--- src/rtl/core/assert_macros.svh ---
// Assertion macros shared by the RTL modules of the block allocator.
`ifndef ASSERT_MACROS_SVH
`define ASSERT_MACROS_SVH

// Concurrent assertion on clk_i, disabled while rst_ni is low.
`define KVBA_ASSERT(lbl, prop, msg) \
  lbl: assert property (@(posedge clk_i) disable iff (!rst_ni) (prop)) else $error(msg);

// Implication form: antecedent on one edge, consequent on the same edge.
`define KVBA_ASSERT_IMP(lbl, ante, cons, msg) \
  `KVBA_ASSERT(lbl, (ante) |-> (cons), msg)

`endif

--- src/rtl/core/kvba_ram.sv ---
// Generic single-write, single-read RAM with registered read data.
`default_nettype none
module kvba_ram #(
  parameter int WIDTH = 8,
  parameter int DEPTH = 16
) (
  input  logic                     clk_i,
  input  logic                     we_i,
  input  logic [$clog2(DEPTH)-1:0] waddr_i,
  input  logic [WIDTH-1:0]         wdata_i,
  input  logic [$clog2(DEPTH)-1:0] raddr_i,
  output logic [WIDTH-1:0]         rdata_o
);

  logic [WIDTH-1:0] mem_q [DEPTH];
  logic [WIDTH-1:0] rdata_q;

  always_ff @(posedge clk_i) begin
    if (we_i) begin
      mem_q[waddr_i] <= wdata_i;
    end
    rdata_q <= mem_q[raddr_i];
  end

  assign rdata_o = rdata_q;

endmodule
`default_nettype wire

--- config.mk ---
export PLATFORM = sky130hd
export DESIGN_NAME = kvba_ram
export DESIGN_NICKNAME = d
export VERILOG_FILES = /design/src/rtl/core/assert_macros.svh /design/src/rtl/core/kvba_ram.sv
export SDC_FILE = /design/constraint.sdc
export NUM_CORES = 1
export LEC_CHECK = 0
export BUFFER_PORTS_ARGS = -buffer_cell sky130_fd_sc_hd__buf_2
export CORE_ASPECT_RATIO = 0.75
export CORE_MARGIN = 2
export CORE_UTILIZATION = 50
export DETAILED_ROUTE_END_ITERATION = 8
export GPL_TIMING_DRIVEN = 0
export HOLD_SLACK_MARGIN = 0.02
export PLACE_DENSITY = 0.67
export SYNTH_ARGS = -nofsm -noshare
export SYNTH_HDL_FRONTEND = slang
export SYNTH_SLANG_ARGS = --single-unit
--- constraint.sdc ---
create_clock -name clk_i -period 2.4 [get_ports clk_i]
set_input_delay 0.48 -clock clk_i [delete_from_list [all_inputs] [get_ports clk_i]]
set_output_delay 0.48 -clock clk_i [all_outputs]
set_load 0.005 [all_outputs]
==> results list <==
- For this run, the number of Yosys warnings is 0.
* Area of the mapped netlist: just over 5000 µm²
* Die Outline Area: 11100 µm²
- Fraction of final layout cells sized beyond drive strength 1: 27.5%
* Largest net degree at the start of global routing: 17
* CP delay by family, top: simple AND/OR/NAND/NOR gates
- DRC violation count after routing: 0
* WL final: between 10000 and 15000 µm
- The worst setup path is captured at a flop.
- In this run the mean area of a mapped cell was 22.5 µm².
* CP Max Fanout: 8
- The number of nets handed over by synthesis was 247.
- Number of CTS-inserted buffers: 17
* Cells along the critical path: buf_2, or3b_2, nor2_1
* Final hold viol count: 0
- Number of buffers inserted by post-CTS setup repair: 0
- Shortest period the worst path allows: 1.77 ns
- Power spread over the standard cell area amounts to 880 nW/µm².
- Initial antenna violation count: 0
* Synth-to-Final Area Change: 16.4%
- #FFs+latches synth: 136
- Once detail routing completed, the nets flagged for antenna violations numbered 0.
* Critical path type: primary input to flop
- In the global route stage, overall resource usage came out at about a fifth.
- Boundary pin count: 26
- Setup repair after global routing missed its margin: false
- On the worst path, the slowest cell contributes a delay of 0.68 ns.
- Internal power: 4220 µW
* Vias in the first global route: 2356
- Max-slew headroom: 20.1%
* Via density per instance: 5.75
- The worst register-to-register path has a setup slack of roughly 0.95 ns.
- Fraction of the core area covered by cells at the end of the flow: between 50% and 60%
- Max-slew violation count: 0
- Critical Path Source Type: primary input
- Master of the slowest instance on the critical path: sky130_fd_sc_hd__nor2_1
- Initial core utilization: 50.6%
- The clock reaches the later pin of the worst-skew pair after around 0.41 ns.
* Sw Share: 19.8%
- Post-synth cell types: 19
* Switching component of the power: 1040 µW
- On the final layout, the worst clock skew is between 0.008 and 0.009 ns.
* Die outline width: 121 µm
* Area after detailed placement: approximately 5400 µm²
* Transition time at the pin with the least slew margin: 1.19 ns
- The H-tree generated during clock tree synthesis spans 4 levels.
* Part of the power in combinational logic: 4.9%
* Count of final setup violators: 0
* F_max: 564 MHz
* Data required, critical path: 2.43 ns
- After floorplanning, the core was sized to cover 10200 µm².
* Clock tree from TritonCTS: built
* Data arrival time of the worst path: 1.81 ns
- Crit path buffers/inverters: 1
- Placement Setup Slack: -0.176 ns
* Std cell rows: 32
- Routed WL per cell: 24.0 µm
- DR pass1 iterations: 5
- Final RePlAce weighted congestion: 0.740
- Antenna diode count: 0
* HPWL after detailed placement: between 6000 and 7000 µm
* Instance count of the mapped netlist: ~230
- The top cell types in the final layout, fill and taps aside, are sky130_fd_sc_hd__edfxtp_1, sky130_fd_sc_hd__buf_2, sky130_fd_sc_hd__mux4_2, sky130_fd_sc_hd__clkbuf_16, sky130_fd_sc_hd__a22oi_1.
- Run status: finished, final reports clean
- Initial DRC count: 282
- The clock network burns 44.5% of the power.
- Total congestion overflow after global routing: 0
- Type of the tightest min-delay check: primary input to flop
- After layout, the worst path uses around 74% of the clock period.
- Hold slack final: between 0.4 and 0.5 ns
- The cell sitting at the root of the clock tree is a sky130_fd_sc_hd__clkbuf_16.
- The finished cells cover 5990 µm².
- For this design, the sink count on the clock tree is 136.
* Vias: 2434
- The analysis attributes to cell leakage a power of 0.00201 µW.
- The first global-routing pass estimated 14800 µm of wire.
- # Max-Cap Violations: 0
- Most common cell after layout, fill and taps aside: sky130_fd_sc_hd__edfxtp_1
* Final layout net count: 292
- The count of buffers added on input and output ports is 24.
* CTS Hold Buffers Added: 0
- Largest buffer count on any clock path: 2
- Clock slew seen by the registers of the worst setup and hold paths: 0.05 ns
- Register area share after synthesis: 77.8%
- IR analysis of the VDD net gives a maximum drop of between 0.4 and 0.5 mV.
- The die is 91.9 µm tall.
- Flop pwr share: 50.7%
- After layout, the worst setup slack is ~0.63 ns.
- CTS-repair resized insts: 0
[registers in the layout, indices dropped and copies added (netlist names)]
| signal | cells |
|---|---|
| mem_q | 128 |
| rdata_o | 8 |
[kinds of logic after synthesis]
kind of cell           share of synthesized area (%)
flip-flops                                      77.8
multiplexers                                    15.0
AND/OR/NAND/NOR                                 3.18
buffers and inverters                           1.68
AO/OA/AOI/OAI                                   2.33
[Yosys cell counts (all sizes together)]
master | number | area share, %
nand2b | 2 | 0.24
nand2 | 9 | 0.66
or3b | 1 | 0.17
nor2 | 13 | 0.95
and2 | 1 | 0.12
dfxtp | 8 | 3.1
and2b | 1 | 0.15
buf | 7 | 1.1
nor2b | 1 | 0.12
clkdlybuf4s25 | 3 | 0.58
a22oi | 16 | 2.3
nand3 | 1 | 0.097
mux4 | 32 | 15
nand3b | 2 | 0.29
edfxtp | 128 | 75
nor3 | 4 | 0.39
[worst reg2reg max path, stage by stage (launching register included)]
cell and delay (ns):
sky130_fd_sc_hd__edfxtp_1 0.36, sky130_fd_sc_hd__mux4_1 0.57, sky130_fd_sc_hd__a22oi_1 0.28, sky130_fd_sc_hd__nand2_1 0.12
[stage by stage]
step	setup TNS (ns)	instances	power (µW)
final	0	423	5270
after global routing	0	423	5440
after CTS	0	421	5300
after detailed placement	-1.40	389	2970
after global placement	-1.33	389	2970
after floorplan	0	229	2850
[power groups by stage]
stage / Clock [µW] / Combinational (µW) / Sequential, µW
6_report: 2340 / 256 / 2670
5_1_grt: 2490 / 277 / 2670
4_1_cts: 2370 / 258 / 2670
3_5_place_dp: 0 / 256 / 2720
3_3_place_gp: 0 / 251 / 2710
2_1_floorplan: 0 / 135 / 2720
[path summary, 6_finish.rpt]
path / start / to / depth (start not counted)
setup reg to reg: mem_q[5][0]$_DFFE_PP_ / rdata_o[0]$_DFF_P_ / 3
setup / recovery: waddr_i[2] / mem_q[3][0]$_DFFE_PP_ / 3
hold reg to reg: mem_q[8][2]$_DFFE_PP_ / rdata_o[2]$_DFF_P_ / 3
hold / removal: wdata_i[5] / mem_q[13][5]$_DFFE_PP_ / 1
[layer usage]
layer / vias to the layer above / track usage (%) / wire, µm
met5: - / 0 / 0
met4: 0 / 7.76 / 133
met3: 15 / 6.09 / 592
li1: 1062 / - / -
met2: 82 / 26.6 / 4460
met1: 1275 / 30.7 / 4950
[cell type report]
class                   instances  area (µm²)
fillers                       741        4180
flip-flops and latches        136        4000
multi-input cells              83        1060
clock buffers                  29         522
well taps                     136         170
repair buffers                 26         135
plain buffers                  10        86.3
clock inverters                 3        15.0
Note: power is estimated with default switching activity, not from simulation.
