`config.mk`:
```
export PLATFORM = sky130hd
export DESIGN_NAME = kvba_scan
export DESIGN_NICKNAME = d
export VERILOG_FILES = /design/src/rtl/core/kvba_pkg.sv /design/src/rtl/core/kvba_scan.sv
export VERILOG_INCLUDE_DIRS = /design/src /design/src/rtl/core
export SDC_FILE = /design/constraint.sdc
export NUM_CORES = 1
export LEC_CHECK = 0
export BUFFER_PORTS_ARGS = -buffer_cell sky130_fd_sc_hd__buf_2
export CAP_MARGIN = 20
export CORE_MARGIN = 1.5
export CORE_UTILIZATION = 43
export DETAILED_ROUTE_END_ITERATION = 7
export GPL_TIMING_DRIVEN = 0
export PLACE_DENSITY = 0.75
export REMOVE_ABC_BUFFERS = 1
export SLEW_MARGIN = 0
export SYNTH_ARGS = -nofsm -noshare
export SYNTH_HDL_FRONTEND = slang
export SYNTH_SLANG_ARGS = --single-unit
```
`constraint.sdc`:
```
create_clock -name clk_i -period 1.8 [get_ports clk_i]
set_clock_uncertainty 0.2 [all_clocks]
set_input_delay 0.27 -clock clk_i [delete_from_list [all_inputs] [get_ports clk_i]]
set_output_delay 0.27 -clock clk_i [all_outputs]
set_load 0.03 [all_outputs]
```
`src/rtl/core/assert_macros.svh`:
```
// Assertion macros shared by the RTL modules of the block allocator.
`ifndef ASSERT_MACROS_SVH
`define ASSERT_MACROS_SVH

// Concurrent assertion on clk_i, disabled while rst_ni is low.
`define KVBA_ASSERT(lbl, prop, msg) \
  lbl: assert property (@(posedge clk_i) disable iff (!rst_ni) (prop)) else $error(msg);

// Implication form: antecedent on one edge, consequent on the same edge.
`define KVBA_ASSERT_IMP(lbl, ante, cons, msg) \
  `KVBA_ASSERT(lbl, (ante) |-> (cons), msg)

`endif

```
`src/rtl/core/kvba_pkg.sv`:
```
// Package with constants, codes and types of the block allocator.
`default_nettype none
package kvba_pkg;

  localparam int NUM_BLOCKS  = 1024;
  localparam int MAP_ENTRIES = 1024;

  localparam int ID_W   = 12;
  localparam int KEY_W  = 64;
  localparam int TOK_W  = 32;
  localparam int RC_W   = 16;
  localparam int STAT_W = 2;
  localparam int CMD_W  = 3;

  localparam int BLK_AW = $clog2(NUM_BLOCKS);
  localparam int MAP_AW = $clog2(MAP_ENTRIES);
  localparam int FC_W   = $clog2(NUM_BLOCKS + 1);
  localparam int CLR_N  = (NUM_BLOCKS > MAP_ENTRIES) ? NUM_BLOCKS : MAP_ENTRIES;
  localparam int CLR_AW = $clog2(CLR_N);

  localparam logic [RC_W-1:0] RC_MAX = '1;

  typedef enum logic [CMD_W-1:0] {
    CMD_ALLOC  = 3'd0,
    CMD_FREE   = 3'd1,
    CMD_REF    = 3'd2,
    CMD_LOOKUP = 3'd3,
    CMD_INSERT = 3'd4,
    CMD_HASH   = 3'd5
  } cmd_e;

  typedef enum logic [STAT_W-1:0] {
    ST_OK   = 2'd0,
    ST_MISS = 2'd1,
    ST_IGN  = 2'd2,
    ST_FULL = 2'd3
  } status_e;

  typedef enum logic [3:0] {
    S_CLEAR,
    S_IDLE,
    S_DISPATCH,
    S_HASH,
    S_STK_DATA,
    S_BLK_DATA,
    S_SCAN_WAIT,
    S_LK_DATA,
    S_FREE_FIN,
    S_RESP
  } state_e;

  typedef struct packed {
    logic              valid;
    logic [BLK_AW-1:0] blk;
    logic [KEY_W-1:0]  key;
  } map_entry_t;

  typedef struct packed {
    logic [RC_W-1:0]  cnt;
    logic [KEY_W-1:0] hash;
  } blk_entry_t;

  typedef struct packed {
    logic              hit;
    logic [MAP_AW-1:0] hit_idx;
    logic [BLK_AW-1:0] hit_blk;
    logic              free_ok;
    logic [MAP_AW-1:0] free_idx;
  } scan_res_t;

endpackage
`default_nettype wire

```
`src/rtl/core/kvba_scan.sv`:
```
// Map scanner: one comparator walks all map entries for a key and a free slot.
`default_nettype none
`include "assert_macros.svh"
module kvba_scan (
  input  logic                           clk_i,
  input  logic                           rst_ni,
  input  logic                           start_i,
  input  logic [kvba_pkg::KEY_W-1:0]     key_i,
  output logic [kvba_pkg::MAP_AW-1:0]    rd_addr_o,
  input  kvba_pkg::map_entry_t           rd_data_i,
  output logic                           done_o,
  output kvba_pkg::scan_res_t            res_o
);
  import kvba_pkg::*;

  logic              busy_q, busy_d;
  logic              chk_q, chk_d;
  logic              done_q, done_d;
  logic [MAP_AW-1:0] addr_q, addr_d;
  logic [MAP_AW-1:0] chk_idx_q, chk_idx_d;
  logic [KEY_W-1:0]  key_q, key_d;
  scan_res_t         res_q, res_d;

  always_comb begin
    busy_d    = busy_q;
    addr_d    = addr_q;
    key_d     = key_q;
    res_d     = res_q;
    chk_d     = busy_q;
    chk_idx_d = addr_q;
    done_d    = chk_q && !busy_q;
    if (start_i) begin
      busy_d = 1'b1;
      addr_d = '0;
      key_d  = key_i;
      res_d  = '0;
    end else begin
      if (busy_q) begin
        addr_d = addr_q + 1'b1;
        if (addr_q == MAP_AW'(MAP_ENTRIES - 1)) begin
          busy_d = 1'b0;
        end
      end
      // The first matching entry and the first empty entry are kept.
      if (chk_q) begin
        if (!res_q.hit && rd_data_i.valid && (rd_data_i.key == key_q)) begin
          res_d.hit     = 1'b1;
          res_d.hit_idx = chk_idx_q;
          res_d.hit_blk = rd_data_i.blk;
        end
        if (!res_q.free_ok && !rd_data_i.valid) begin
          res_d.free_ok  = 1'b1;
          res_d.free_idx = chk_idx_q;
        end
      end
    end
  end

  always_ff @(posedge clk_i or negedge rst_ni) begin
    if (!rst_ni) begin
      busy_q <= 1'b0;
      chk_q  <= 1'b0;
      done_q <= 1'b0;
      addr_q <= '0;
    end else begin
      busy_q <= busy_d;
      chk_q  <= chk_d;
      done_q <= done_d;
      addr_q <= addr_d;
    end
  end

  always_ff @(posedge clk_i) begin
    chk_idx_q <= chk_idx_d;
    key_q     <= key_d;
    res_q     <= res_d;
  end

  assign rd_addr_o = addr_q;
  assign done_o    = done_q;
  assign res_o     = res_q;

  `KVBA_ASSERT_IMP(a_done_idle, done_q, !busy_q && !chk_q, "scan done while still busy")
  `KVBA_ASSERT_IMP(a_start_idle, start_i, !busy_q && !chk_q, "scan started while busy")
  `KVBA_ASSERT_IMP(a_chk_follows_busy, chk_q, $past(busy_q), "entry checked without a read")

endmodule
`default_nettype wire

```
==> summary.txt <==
Placement
  – Area after DPL: 5650 um2
  – Gpl congestion: 0.7690
  – IO Port Bufs: 184
  – DP HPWL: 7505 um

Route
  – Initial DRT Pass Iterations: 4
  – Iter 0 DRT Violations: 248
  – Detail Route Antenna Nets: 0
  – WL met3: 832 um
  – DR WL met2: 6670 um
  – WL final: 13170 um
  – Vias/cell: 4.915
  – Routed wire per std cell: 16.88 um
  – Residual DRC count: 0
  – DR vias: 3834
  – Post-Route M1 WL: 5340 um
  – Top sig layer: met4

Layout
  – Finished Cell Area: 7400 um2
  – Share of cells above drive strength 1: 42.39%
  – Area delta synth->final: 62.16%
  – Area occupied by multi-input gates: 1672 um2
  – FF+latch area: 3089 um2
  – Fillers: 658
  – Most frequent cells in the layout: buf_2, dlygate4sd3_1, edfxtp_1, xnor2_1, dfxtp_1
  – Commonest non-fill, non-tap cell in the layout: buf_2
  – End-of-flow core utilization: 71.68%
  – Net count reported at finish: 774
  – N_diodes: 0

Synthesis
  – Mapped Area: 4563 um2
  – Mapped Avg Cell Area: 13.15 um2
  – Ys Warns: 0
  – Syn Inst Count: 347
  – Post-synthesis sequential area ratio: 67.67%
  – Count of cell types in the netlist: 26
  – FF+latch count, synth: 119

Timing
  – Final period utilization: 131.6%
  – Post-route setup slack: -568.3 ps
  – RSZ-0062 raised after global routing: true
  – Slew HR: 61.26%
  – Minimum clock period: 2368 ps
  – Slew @ Worst Pin: 581.1 ps
  – Fmax: 422.2 MHz
  – Worst hold slack: 64.87 ps
  – Pins Over Slew Limit: 0
  – Final setup viols: 21
  – Final Hold Fails: 0

Power
  – Peak supply drop: 506.5 uV
  – PwrDens: 953.3 nW/um2
  – Leak: 3.055 nW
  – Final Power: 7.054 mW

Clocking
  – Clock Pin Slew Worst Setup and Hold Paths: 60 ps
  – CTS buffer count: 17
  – CTS H-tree lvls: 4
  – CTS Root Buffer Type: clkbuf_8
  – Longest Clk Path Bufs: 2
  – Clock tree sinks: 119
  – CTS tree: done
  – Worst-Skew Late Latency: 500 ps

Die
  – Die Width: 106.0 um
  – Initial core utilization: 44.20%
  – Core footprint: 10320 um2
  – Row count: 37
  – IO Pins: 185
  – Die Y-Extent: 106.0 um
  – Area of the die: 11240 um2

Global route
  – Pin count of the biggest net entering global routing: 60
  – Total GRT Usage: 23.95%
  – Vias in the first global route: 4109
  – Initial antenna violation count: 0
  – Total gr overflow: 0
  – First-pass GRT wire length: 20340 um

Critical path
  – Crit-path cells: xor2_1 -> nor4_1 -> nand4_1 -> buf_6 -> buf_12 -> or4_4 -> o21ai_2 -> a21oi_1
  – Startpoint types: flop
  – CP required: 1970 ps
  – Worst-path maximum fanout: 5
  – Slowest cell delay on critical path: 480 ps
  – Class of the most critical setup path: flop to flop
  – Crit end category: flop
  – CP arrival: 2540 ps
  – Crit-path slowest cell: or4_4

Hold path
  – Hold Crit Class: input port to flop

Outcome
  – Failing checks: setup timing
  – Status: finished with violations

Run
  – Max Cap Viol: 0
final cells by class:
| type | instances | area share, % |
|---|---|---|
| Clock inverter | 10 | 1.488 |
| Multi-Input combinational cell | 217 | 22.59 |
| Sequential cell | 119 | 41.75 |
| Clock buffer | 22 | 6.561 |
| Inverter | 1 | 0.05073 |
| Tap cell | 136 | 2.300 |
| Timing Repair Buffer | 275 | 25.26 |
synthesized netlist by cell type (all sizes together):
library cell	count	area (um2)
a21oi	22	110.1
and4b	1	10.01
buf	7	33.78
clkbuf	8	30.03
dfrtp	13	325.3
dfxtp	42	840.8
edfxtp	64	1922
ha	1	12.51
inv	1	3.750
mux2i	11	110.1
nand2	4	15.01
nand2b	1	6.260
nand3	25	125.1
nand4	14	87.58
nand4b	1	8.760
nor2	25	93.84
nor2b	1	6.260
nor3	2	10.01
nor3b	1	7.510
nor4	8	50.05
o21ai	20	100.1
o31ai	1	7.510
or4	1	7.510
xnor2	43	376.6
xor2	30	262.8
layer usage:
layer	global-route usage, %	up-vias
met5	0	-
met4	11.39	0
met3	6.867	32
met2	41.09	172
met1	27.55	1800
li1	-	1830
per-stage QoR:
step	setup TNS [ps]	setup WS [ps]	cells
floorplan	-29360	-1204	332
global placement	-103080	-2361	652
detailed placement	-19290	-967.0	655
CTS	-11220	-555.5	780
global route	-13430	-678.2	780
finish	-10700	-568.3	780
critical path: cells and delay by family (launching register included):
| family | cells | cell delay, ps |
|---|---|---|
| flip-flops | 1 | 390 |
| buffers and inverters | 2 | 280 |
| AND/OR/NAND/NOR | 3 | 960 |
| AO/OA/AOI/OAI | 2 | 250 |
| XOR/XNOR | 1 | 170 |
flip-flops by register name (all words and copies together) (netlist names):
name and cells:
busy_q 1, chk_idx_q 10, chk_q 1, done_o 1, key_q 64, rd_addr_o 10
res_o 32
repair_timing:
| action | in CTS | in global routing |
|---|---|---|
| gates cloned | 7 | 0 |
| pin swaps | 39 | 9 |
| buffers inserted | 9 | 0 |
| hold endpoints to repair | 89 | 0 |
| hold buffers | 77 | 0 |
| endpoints found under the setup margin | 21 | 21 |
| gates resized for setup | 37 | 21 |
kinds of logic (layout without fill, tap and decap cells):
kind of cell / count (synthesis) / count (layout) / synth area share (%)
DFF: 119 / 119 / 67.67
and+or+nand+nor: 84 / 89 / 9.378
xor gates and xnor gates: 73 / 73 / 14.01
AOI/OAI and AO/OA: 43 / 43 / 4.771
buffers and inverters: 16 / 308 / 1.481
muxes: 11 / 11 / 2.413
adders and majority gates: 1 / 1 / 0.2742
power by group:
part	internal (mW)	switching [mW]	total, mW	leakage (nW)
logic	0.360	0.268	0.628	1.62
clock network	2.17	1.17	3.34	0.297
registers	3.01	0.0706	3.09	1.13
final timing paths:
kind / startpoint / slack (ps) / end / depth (start not counted)
setup / recovery: key_q[28]$_DFFE_PP_ / -570 / res_o[14]$_SDFFE_PP0P_ / 8
hold / removal: start_i / 60 / res_o[6]$_SDFFE_PP0P_ / 2
setup reg to reg: key_q[28]$_DFFE_PP_ / -570 / res_o[14]$_SDFFE_PP0P_ / 8
hold reg to reg: rd_addr_o[4]$_DFFE_PN0P_ / 250 / chk_idx_q[4]$_DFF_P_ / 0
max in group asynchronous: rst_ni / 420 / rd_addr_o[8]$_DFFE_PN0P_ / 3
min in group asynchronous: rst_ni / 620 / rd_addr_o[1]$_DFFE_PN0P_ / 3
Power figures use the tool's default switching activity.
